## config.mk

```make
export PLATFORM = sky130hd
export DESIGN_NAME = sprite_blit_flip_colorkey
export DESIGN_NICKNAME = d
export VERILOG_FILES = /design/src/rtl/core/sbfc_pkg.sv /design/src/rtl/core/sbfc_front.sv /design/src/rtl/core/sbfc_fifo.sv /design/src/rtl/core/sbfc_back.sv /design/src/rtl/core/sprite_blit_flip_colorkey.sv
export SDC_FILE = /design/constraint.sdc
export NUM_CORES = 1
export LEC_CHECK = 0
export BUFFER_PORTS_ARGS = -buffer_cell sky130_fd_sc_hd__buf_2
export CORE_MARGIN = 5
export CORE_UTILIZATION = 25
export CTS_CLUSTER_DIAMETER = 150
export DETAILED_ROUTE_END_ITERATION = 7
export GPL_TIMING_DRIVEN = 1
export PLACE_DENSITY = 0.4
export SLEW_MARGIN = 20
export SYNTH_ARGS = -nofsm -noshare
export SYNTH_HDL_FRONTEND = slang
export SYNTH_HIERARCHICAL = 1
export SYNTH_SLANG_ARGS = --single-unit
export TNS_END_PERCENT = 100
```

## constraint.sdc

```tcl
create_clock -name clk_i -period 9.9 [get_ports clk_i]
set_input_delay 1.98 -clock clk_i [delete_from_list [all_inputs] [get_ports clk_i]]
set_output_delay 1.98 -clock clk_i [all_outputs]
set_load 0.05 [all_outputs]
```

## src/rtl/core/sbfc_pkg.sv

```systemverilog
// shared types and constants of the sprite blitter
`timescale 1ns / 1ps
package sbfc_pkg;

  // request kinds carried in s_axis_tuser
  localparam logic REQ_CMD   = 1'b0;
  localparam logic REQ_PIXEL = 1'b1;

  localparam int unsigned IN_DATA_W  = 120;
  localparam int unsigned OUT_DATA_W = 64;

  // input word field positions
  localparam int unsigned PX_LO  = 0;
  localparam int unsigned PY_LO  = 11;
  localparam int unsigned SW_LO  = 22;
  localparam int unsigned SH_LO  = 32;
  localparam int unsigned SC_LO  = 42;
  localparam int unsigned SR_LO  = 54;
  localparam int unsigned ST_LO  = 66;
  localparam int unsigned FL_LO  = 78;
  localparam int unsigned KEY_LO = 81;
  localparam int unsigned PIX_LO = 97;

  // flip bits
  localparam int unsigned FLIP_H = 0;
  localparam int unsigned FLIP_V = 1;
  localparam int unsigned FLIP_D = 2;

  // one classified item on its way from front to back
  typedef struct packed {
    logic        has_fetch;
    logic [9:0]  off_x;
    logic [9:0]  off_y;
    logic [11:0] base_col;
    logic [11:0] base_row;
    logic [11:0] stride;
    logic [2:0]  flips;
    logic [9:0]  size_w;
    logic [9:0]  size_h;
    logic        on;
    logic [9:0]  cx;
    logic [9:0]  cy;
    logic [15:0] color;
    logic        wr;
    logic        done;
  } sbfc_rec_t;

endpackage

```

## src/rtl/core/sbfc_front.sv

```systemverilog
// front end: takes words, tracks the blit walk and classifies each word
`timescale 1ns / 1ps
module sbfc_front #(
  parameter int unsigned SCREEN_WIDTH  = 320,
  parameter int unsigned SCREEN_HEIGHT = 240
) (
  input  logic                           clk_i,
  input  logic                           rst_ni,
  input  logic                           s_axis_tvalid,
  output logic                           s_axis_tready,
  input  logic [sbfc_pkg::IN_DATA_W-1:0] s_axis_tdata,
  input  logic                           s_axis_tuser,
  input  logic                           full_i,
  output logic                           push_o,
  output sbfc_pkg::sbfc_rec_t            rec_o
);

  logic        active_q, active_d;
  logic [9:0]  col_q, col_d, row_q, row_d;
  logic [10:0] org_x_q, org_x_d, org_y_q, org_y_d;
  logic [9:0]  size_w_q, size_w_d, size_h_q, size_h_d;
  logic [11:0] base_col_q, base_col_d, base_row_q, base_row_d, stride_q, stride_d;
  logic [2:0]  flips_q, flips_d;
  logic [15:0] key_q, key_d;

  logic [10:0] in_px, in_py;
  logic [9:0]  in_sw, in_sh;
  logic [15:0] in_pix;
  logic [11:0] cx, cy;
  logic [10:0] col_inc, row_inc;
  logic        col_wrap, last, on;

  assign s_axis_tready = !full_i;
  assign push_o        = s_axis_tvalid && !full_i;

  assign in_px  = s_axis_tdata[sbfc_pkg::PX_LO +: 11];
  assign in_py  = s_axis_tdata[sbfc_pkg::PY_LO +: 11];
  assign in_sw  = s_axis_tdata[sbfc_pkg::SW_LO +: 10];
  assign in_sh  = s_axis_tdata[sbfc_pkg::SH_LO +: 10];
  assign in_pix = s_axis_tdata[sbfc_pkg::PIX_LO +: 16];

  assign cx       = {org_x_q[10], org_x_q} + {2'b00, col_q};
  assign cy       = {org_y_q[10], org_y_q} + {2'b00, row_q};
  assign on       = !cx[11] && (cx < 12'(SCREEN_WIDTH)) &&
                    !cy[11] && (cy < 12'(SCREEN_HEIGHT));
  assign col_inc  = {1'b0, col_q} + 11'd1;
  assign row_inc  = {1'b0, row_q} + 11'd1;
  assign col_wrap = col_inc >= {1'b0, size_w_q};
  assign last     = col_wrap && (row_inc >= {1'b0, size_h_q});

  always_comb begin
    active_d   = active_q;
    col_d      = col_q;
    row_d      = row_q;
    org_x_d    = org_x_q;
    org_y_d    = org_y_q;
    size_w_d   = size_w_q;
    size_h_d   = size_h_q;
    base_col_d = base_col_q;
    base_row_d = base_row_q;
    stride_d   = stride_q;
    flips_d    = flips_q;
    key_d      = key_q;
    rec_o      = '0;
    if (s_axis_tuser == sbfc_pkg::REQ_CMD) begin
      org_x_d    = in_px;
      org_y_d    = in_py;
      size_w_d   = in_sw;
      size_h_d   = in_sh;
      base_col_d = s_axis_tdata[sbfc_pkg::SC_LO +: 12];
      base_row_d = s_axis_tdata[sbfc_pkg::SR_LO +: 12];
      stride_d   = s_axis_tdata[sbfc_pkg::ST_LO +: 12];
      flips_d    = s_axis_tdata[sbfc_pkg::FL_LO +: 3];
      key_d      = s_axis_tdata[sbfc_pkg::KEY_LO +: 16];
      col_d      = '0;
      row_d      = '0;
      active_d   = (in_sw != '0) && (in_sh != '0);
      rec_o.has_fetch = active_d;
      rec_o.done      = !active_d;
    end else if (active_q) begin
      rec_o.on    = on;
      rec_o.cx    = cx[9:0];
      rec_o.cy    = cy[9:0];
      rec_o.color = in_pix;
      rec_o.wr    = on && (in_pix != key_q);
      rec_o.done  = last;
      if (last) begin
        active_d = 1'b0;
        col_d    = '0;
        row_d    = '0;
      end else if (col_wrap) begin
        col_d = '0;
        row_d = row_inc[9:0];
      end else begin
        col_d = col_inc[9:0];
      end
      rec_o.has_fetch = !last;
    end
    rec_o.off_x    = col_d;
    rec_o.off_y    = row_d;
    rec_o.base_col = base_col_d;
    rec_o.base_row = base_row_d;
    rec_o.stride   = stride_d;
    rec_o.flips    = flips_d;
    rec_o.size_w   = size_w_d;
    rec_o.size_h   = size_h_d;
  end

  always_ff @(posedge clk_i or negedge rst_ni) begin
    if (!rst_ni) begin
      active_q   <= 1'b0;
      col_q      <= '0;
      row_q      <= '0;
      org_x_q    <= '0;
      org_y_q    <= '0;
      size_w_q   <= '0;
      size_h_q   <= '0;
      base_col_q <= '0;
      base_row_q <= '0;
      stride_q   <= '0;
      flips_q    <= '0;
      key_q      <= '0;
    end else if (push_o) begin
      active_q   <= active_d;
      col_q      <= col_d;
      row_q      <= row_d;
      org_x_q    <= org_x_d;
      org_y_q    <= org_y_d;
      size_w_q   <= size_w_d;
      size_h_q   <= size_h_d;
      base_col_q <= base_col_d;
      base_row_q <= base_row_d;
      stride_q   <= stride_d;
      flips_q    <= flips_d;
      key_q      <= key_d;
    end
  end

endmodule

```

## src/rtl/core/sbfc_fifo.sv

```systemverilog
// two-entry queue between front and back
`timescale 1ns / 1ps
module sbfc_fifo (
  input  logic                clk_i,
  input  logic                rst_ni,
  input  logic                push_i,
  input  sbfc_pkg::sbfc_rec_t data_i,
  input  logic                pop_i,
  output logic                full_o,
  output logic                valid_o,
  output sbfc_pkg::sbfc_rec_t data_o
);

  sbfc_pkg::sbfc_rec_t mem_q [2];
  logic                wr_ptr_q, rd_ptr_q;
  logic [1:0]          cnt_q;

  assign full_o  = cnt_q == 2'd2;
  assign valid_o = cnt_q != 2'd0;
  assign data_o  = mem_q[rd_ptr_q];

  always_ff @(posedge clk_i) begin
    if (push_i) begin
      mem_q[wr_ptr_q] <= data_i;
    end
  end

  always_ff @(posedge clk_i or negedge rst_ni) begin
    if (!rst_ni) begin
      wr_ptr_q <= 1'b0;
      rd_ptr_q <= 1'b0;
      cnt_q    <= '0;
    end else begin
      if (push_i) begin
        wr_ptr_q <= !wr_ptr_q;
      end
      if (pop_i) begin
        rd_ptr_q <= !rd_ptr_q;
      end
      if (push_i && !pop_i) begin
        cnt_q <= cnt_q + 2'd1;
      end else if (pop_i && !push_i) begin
        cnt_q <= cnt_q - 2'd1;
      end
    end
  end

endmodule

```

## src/rtl/core/sbfc_back.sv

```systemverilog
// back end: sheet address and frame index pipeline with output register
`timescale 1ns / 1ps
module sbfc_back #(
  parameter int unsigned SCREEN_WIDTH = 320
) (
  input  logic                            clk_i,
  input  logic                            rst_ni,
  input  logic                            valid_i,
  input  sbfc_pkg::sbfc_rec_t             rec_i,
  output logic                            pop_o,
  output logic                            m_axis_tvalid,
  input  logic                            m_axis_tready,
  output logic [sbfc_pkg::OUT_DATA_W-1:0] m_axis_tdata,
  output logic                            m_axis_tuser,
  output logic                            m_axis_tlast
);

  logic        a_v_q;
  logic [23:0] a_px_q, a_py_q;
  logic [11:0] a_stride_q;
  logic        a_fetch_q, a_on_q, a_wr_q, a_done_q;
  logic [9:0]  a_cx_q, a_cy_q;
  logic [15:0] a_color_q;

  logic        out_v_q;
  logic [23:0] out_addr_q;
  logic [16:0] out_fidx_q;
  logic [15:0] out_color_q;
  logic        out_wr_q, out_done_q;

  logic        out_ready, a_ready;
  logic [9:0]  sx, sy, dx, dy;
  logic [23:0] px_d, py_d;
  logic [35:0] prod;
  logic [23:0] addr_d;
  logic [19:0] fidx_d;

  assign out_ready = !out_v_q || m_axis_tready;
  assign a_ready   = !a_v_q || out_ready;
  assign pop_o     = valid_i && a_ready;

  always_comb begin
    sx   = rec_i.flips[sbfc_pkg::FLIP_D] ? rec_i.off_y : rec_i.off_x;
    sy   = rec_i.flips[sbfc_pkg::FLIP_D] ? rec_i.off_x : rec_i.off_y;
    dx   = rec_i.flips[sbfc_pkg::FLIP_H] ? (rec_i.size_w - sx - 10'd1) : sx;
    dy   = rec_i.flips[sbfc_pkg::FLIP_V] ? (rec_i.size_h - sy - 10'd1) : sy;
    // flipped offsets wrap below zero, so extend by sign of the wrap
    px_d = 24'(rec_i.base_col) + (rec_i.flips[sbfc_pkg::FLIP_H] && (sx >= rec_i.size_w) ?
           {14'h3fff, dx} : {14'h0000, dx});
    py_d = 24'(rec_i.base_row) + (rec_i.flips[sbfc_pkg::FLIP_V] && (sy >= rec_i.size_h) ?
           {14'h3fff, dy} : {14'h0000, dy});
  end

  assign prod   = 36'(a_stride_q) * 36'(a_py_q);
  assign addr_d = prod[23:0] + a_px_q;
  assign fidx_d = 20'(a_cy_q) * 20'(SCREEN_WIDTH) + 20'(a_cx_q);

  always_ff @(posedge clk_i) begin
    if (pop_o) begin
      a_px_q     <= px_d;
      a_py_q     <= py_d;
      a_stride_q <= rec_i.stride;
      a_fetch_q  <= rec_i.has_fetch;
      a_on_q     <= rec_i.on;
      a_cx_q     <= rec_i.cx;
      a_cy_q     <= rec_i.cy;
      a_color_q  <= rec_i.color;
      a_wr_q     <= rec_i.wr;
      a_done_q   <= rec_i.done;
    end
    if (a_v_q && out_ready) begin
      out_addr_q  <= a_fetch_q ? addr_d : '0;
      out_fidx_q  <= a_on_q ? fidx_d[16:0] : '0;
      out_color_q <= a_color_q;
      out_wr_q    <= a_wr_q;
      out_done_q  <= a_done_q;
    end
  end

  always_ff @(posedge clk_i or negedge rst_ni) begin
    if (!rst_ni) begin
      a_v_q   <= 1'b0;
      out_v_q <= 1'b0;
    end else begin
      if (a_ready) begin
        a_v_q <= valid_i;
      end
      if (out_ready) begin
        out_v_q <= a_v_q;
      end
    end
  end

  assign m_axis_tvalid = out_v_q;
  assign m_axis_tdata  = {7'd0, out_color_q, out_fidx_q, out_addr_q};
  assign m_axis_tuser  = out_wr_q;
  assign m_axis_tlast  = out_done_q;

endmodule

```

## src/rtl/core/sprite_blit_flip_colorkey.sv

```systemverilog
// top level of the sprite blitter with flip and color key
// one word in and one word out per cycle sustained while the output is not stalled
// result is registered through the queue, the address stage and the output register
// a two-entry queue lets the walk front run ahead of a stalled output
// reset clears the walk state and blit registers, empties the pipeline, block idle
`timescale 1ns / 1ps
module sprite_blit_flip_colorkey #(
  parameter int unsigned SCREEN_WIDTH  = 320,
  parameter int unsigned SCREEN_HEIGHT = 240
) (
  input  logic                            clk_i,
  input  logic                            rst_ni,
  input  logic                            s_axis_tvalid,
  output logic                            s_axis_tready,
  // place_x, place_y, sprite_w, sprite_h, sheet_col, sheet_row, sheet_stride,
  // flip_mask, key_color, sheet_pixel
  input  logic [sbfc_pkg::IN_DATA_W-1:0]  s_axis_tdata,
  // req_type
  input  logic                            s_axis_tuser,
  output logic                            m_axis_tvalid,
  input  logic                            m_axis_tready,
  // fetch_addr, frame_index, write_color
  output logic [sbfc_pkg::OUT_DATA_W-1:0] m_axis_tdata,
  // write_en
  output logic                            m_axis_tuser,
  // blit_done
  output logic                            m_axis_tlast
);

  sbfc_pkg::sbfc_rec_t push_rec, pop_rec;
  logic                push, pop, full, q_valid;

  sbfc_front #(
    .SCREEN_WIDTH (SCREEN_WIDTH),
    .SCREEN_HEIGHT(SCREEN_HEIGHT)
  ) u_front (
    .clk_i        (clk_i),
    .rst_ni       (rst_ni),
    .s_axis_tvalid(s_axis_tvalid),
    .s_axis_tready(s_axis_tready),
    .s_axis_tdata (s_axis_tdata),
    .s_axis_tuser (s_axis_tuser),
    .full_i       (full),
    .push_o       (push),
    .rec_o        (push_rec)
  );

  sbfc_fifo u_fifo (
    .clk_i  (clk_i),
    .rst_ni (rst_ni),
    .push_i (push),
    .data_i (push_rec),
    .pop_i  (pop),
    .full_o (full),
    .valid_o(q_valid),
    .data_o (pop_rec)
  );

  sbfc_back #(
    .SCREEN_WIDTH(SCREEN_WIDTH)
  ) u_back (
    .clk_i        (clk_i),
    .rst_ni       (rst_ni),
    .valid_i      (q_valid),
    .rec_i        (pop_rec),
    .pop_o        (pop),
    .m_axis_tvalid(m_axis_tvalid),
    .m_axis_tready(m_axis_tready),
    .m_axis_tdata (m_axis_tdata),
    .m_axis_tuser (m_axis_tuser),
    .m_axis_tlast (m_axis_tlast)
  );

endmodule
```

==> results.py <==
metrics = {
    "status": {
        "status": "finished, final reports clean",
    },
    "floorplan": {
        "die_w_microns": 372,
        "core-area_sq_um": 130000,
        "fp-row-count": 132,
        "start_util": 0.252,
        "die_area_sq_um": 138000,
        "die_y_microns": 372,
        "ios": 193,
    },
    "layout": {
        "final-seq-area_sq_um": 15000,
        "postLayoutCellArea_sq_um": 37900,
        "multi_input_area_sq_um": 15900,
        "fillerInstances": 13534,
        "finalNetCount": 3560,
        "area_growth_syn_to_layout_pct": 15.5,
        "final_util": 0.292,
        "drive_gt1_frac": 0.171,
    },
    "placement": {
        "gp_congestion": 0.752,
        "io_buffers": 178,
        "dp_hpwl_mm": 62.6,
        "post-place-ws_ns": 3.60,
        "place_area_sq_um": 35500,
    },
    "timing": {
        "setup_slack_ns": 3.64,
        "tightest_slew_ns": 1.06,
        "period_share": 0.632,
        "period_minus_slack_ns": 6.26,
        "final_max_slew_viol_count": 0,
        "fin_worst_skew_ns": 0.0305,
        "rsz0062_at_grt": "false",
        "fin_setup_tns_ns": 0,
        "slew_headroom": 0.294,
        "fmax_ghz": 0.160,
        "final-setup-viol-count": 0,
        "hold_violations": 0,
    },
    "grt": {
        "antenna_found_initial": 15,
        "grt_pass1_vias": 21376,
        "grt.total_usage": 0.127,
        "grt_pass1_wl_mm": 134,
        "grt-ovfl-total": 0,
        "grt_max_degree": 74,
    },
    "detailed_routing": {
        "drc": 0,
        "wire_per_inst_microns": 17.8,
        "drt_first_pass_iters": 5,
        "viasPerCell": 4.24,
        "first_iter_violations": 986,
        "wirelength_mm": 87.0,
        "vias": 20687,
        "drtAntennaViolNets": 0,
    },
    "min_path": {
        "worstHoldPathType": "reg -> reg",
        "min_from": "u_back/a_color_q[8]$_DFFE_PP_",
    },
    "yosys": {
        "synth-edff-count": 397,
        "synth_seq_area_share": 0.458,
        "synth_top_area_frac": 0.364,
        "synth-main-ff-cell": "edfxtp_1",
        "synth_area_sq_um": 32800,
        "ys_top_cells_by_count": "nand2_1 (457), edfxtp_1 (397), inv_1 (356)",
        "ys_types": 79,
        "syn_avg_cell_area_sq_um": 11.2,
        "yosysTopAreaCell": "edfxtp_1",
        "syn_inst": 2928,
        "netlist_top_cells_area": "edfxtp_1 (36%), fa_1 (11%), dfrtp_1 (9.5%)",
        "ys_seq_elements": 521,
        "synth.most_common_cell": "nand2_1",
        "async_reset_ff_frac": 0.238,
        "yosysWarnings": 6,
    },
    "run": {
        "drv_cap": 0,
    },
    "clock_tree": {
        "holdBufCountCts": 0,
        "cts_made_buffers": 68,
        "insertion_delay_ns": 0.65,
        "clock-sinks": 521,
        "cts_tree": "done",
        "post_cts_resized": 0,
        "cts.clk_slew.worst_paths_ns": 0.06,
        "root_buffer": "clkbuf_16",
        "cts_buffer_depth": 3,
        "h-tree-depth": 3,
        "post-cts-setup-buffers": 0,
    },
    "setup_path": {
        "cp-start-kind": "flip-flop",
        "end_kind": "flip-flop",
        "slowest_delay_ns": 0.75,
        "cp.required_ns": 10.31,
        "crit_arrival_ns": 6.67,
        "crit_top_cell": "fa_1",
        "path_class": "reg -> reg",
        "worstPathMaxFanout": 23,
        "worstSetupStartpoint": "u_back/a_stride_q[1]$_DFFE_PP_",
        "worst_path_max_delay_cell": "edfxtp_1",
        "rr_startpoint": "u_back/a_stride_q[1]$_DFFE_PP_",
        "critical_path.cell_chain": "and2_1, fa_1, inv_1, fa_1, inv_1, fa_1, fa_1, inv_1, fa_1, inv_1, ha_1, a21oi_1, o311a_1, a21oi_1, nor4_2, o21ai_0, a211o_1, and3_1",
    },
}
## cells in the final DEF (no fill, tap or decap), drive strengths merged, types with 14 or more instances in the layout
master,netlist,routed
a21o,33,33
a21oi,90,90
and2,156,156
and3,27,27
buf,39,202
clkbuf,92,82
clkinv,2,27
dfrtp,124,124
edfxtp,397,397
fa,188,188
ha,172,172
inv,356,361
mux2,191,191
mux2i,17,17
nand2,457,457
nand2b,21,21
nand3,37,37
nand4,23,23
nor2,73,73
nor2b,25,25
nor3,29,29
o21ai,74,74
o21bai,14,14
xnor2,73,73
xor2,51,51
## stage by stage
step	cells	hold WS (ns)
floorplan	2934	0.400
global placement	4747	0.402
detailed placement	4747	0.405
CTS	4872	0.404
global route	4872	0.418
finish	4878	0.409
## worst paths after layout
check | to | slack, ns | cells past startpoint
min reg2reg | u_back/out_color_q[8]$_DFFE_PP_ | 0.41 | 0
max in group asynchronous | u_fifo/rd_ptr_q$_DFFE_PN0P_ | 6.95 | 2
min in group asynchronous | u_front/base_row_q[1]$_DFFE_PN0P_ | 1.40 | 1
max reg2reg | u_back/out_addr_q[23]$_SDFFCE_PN0P_ | 3.64 | 18
min | u_back/out_color_q[8]$_DFFE_PP_ | 0.41 | 0
max | u_back/out_addr_q[23]$_SDFFCE_PN0P_ | 3.64 | 18
## registers in the layout, summed over array words and instances, names as in the netlist, 3 cells and up
signal              count
u_back/a_color_q       16
u_back/a_cx_q          10
u_back/a_cy_q          10
u_back/a_px_q          24
u_back/a_py_q          24
u_back/a_stride_q      12
u_back/out_addr_q      24
u_back/out_color_q     16
u_back/out_fidx_q      17
u_fifo/mem_q          238
u_front/base_col_q     12
u_front/base_row_q     12
u_front/col_q          10
u_front/flips_q         3
u_front/key_q          16
u_front/org_x_q        11
u_front/org_y_q        11
u_front/row_q          10
u_front/size_h_q       10
u_front/size_w_q       10
u_front/stride_q       12
## worst max-delay path: cells and delay by family, from the launching register on
family | cells | cell delay [ns]
AOI/OAI and AO/OA | 5 | 1.13
adders and majority gates | 6 | 2.92
buffers and inverters | 4 | 0.19
DFF | 1 | 0.75
and+or+nand+nor | 3 | 1.02
## per-layer routing
layer	GRT usage	up-vias	wire, microns
met4	0.0318	2	1820
met1	0.175	10143	41400
met3	0.0222	109	3440
met5	0	-	13
met2	0.207	302	40400
li1	-	10131	-
## area by class of cell
class / instances / area share
well taps: 1742 / 0.0576
multi-input cells: 1924 / 0.419
diodes: 6 / 0.000397
repair buffers: 202 / 0.0285
clock buffers: 82 / 0.0482
flip-flops and latches: 521 / 0.397
clock inverters: 43 / 0.0141
inverters: 358 / 0.0355
## logic make-up (layout without fill, tap and decap cells)
family | count (synthesis) | count (layout) | synth area share
AND/OR/NAND/NOR | 896 | 896 | 0.130
flip-flops | 521 | 521 | 0.458
buffers and inverters | 489 | 685 | 0.0601
adder cells (fa/ha/maj) | 360 | 360 | 0.181
AO/OA/AOI/OAI | 328 | 328 | 0.0665
multiplexers | 208 | 208 | 0.0708
XOR/XNOR | 125 | 125 | 0.0338
other | 1 | 13 | 0.000114
Power is left out: the tool's default activity adds up to more than one toggle a clock period on the data nets, which glitch-free logic cannot reach.
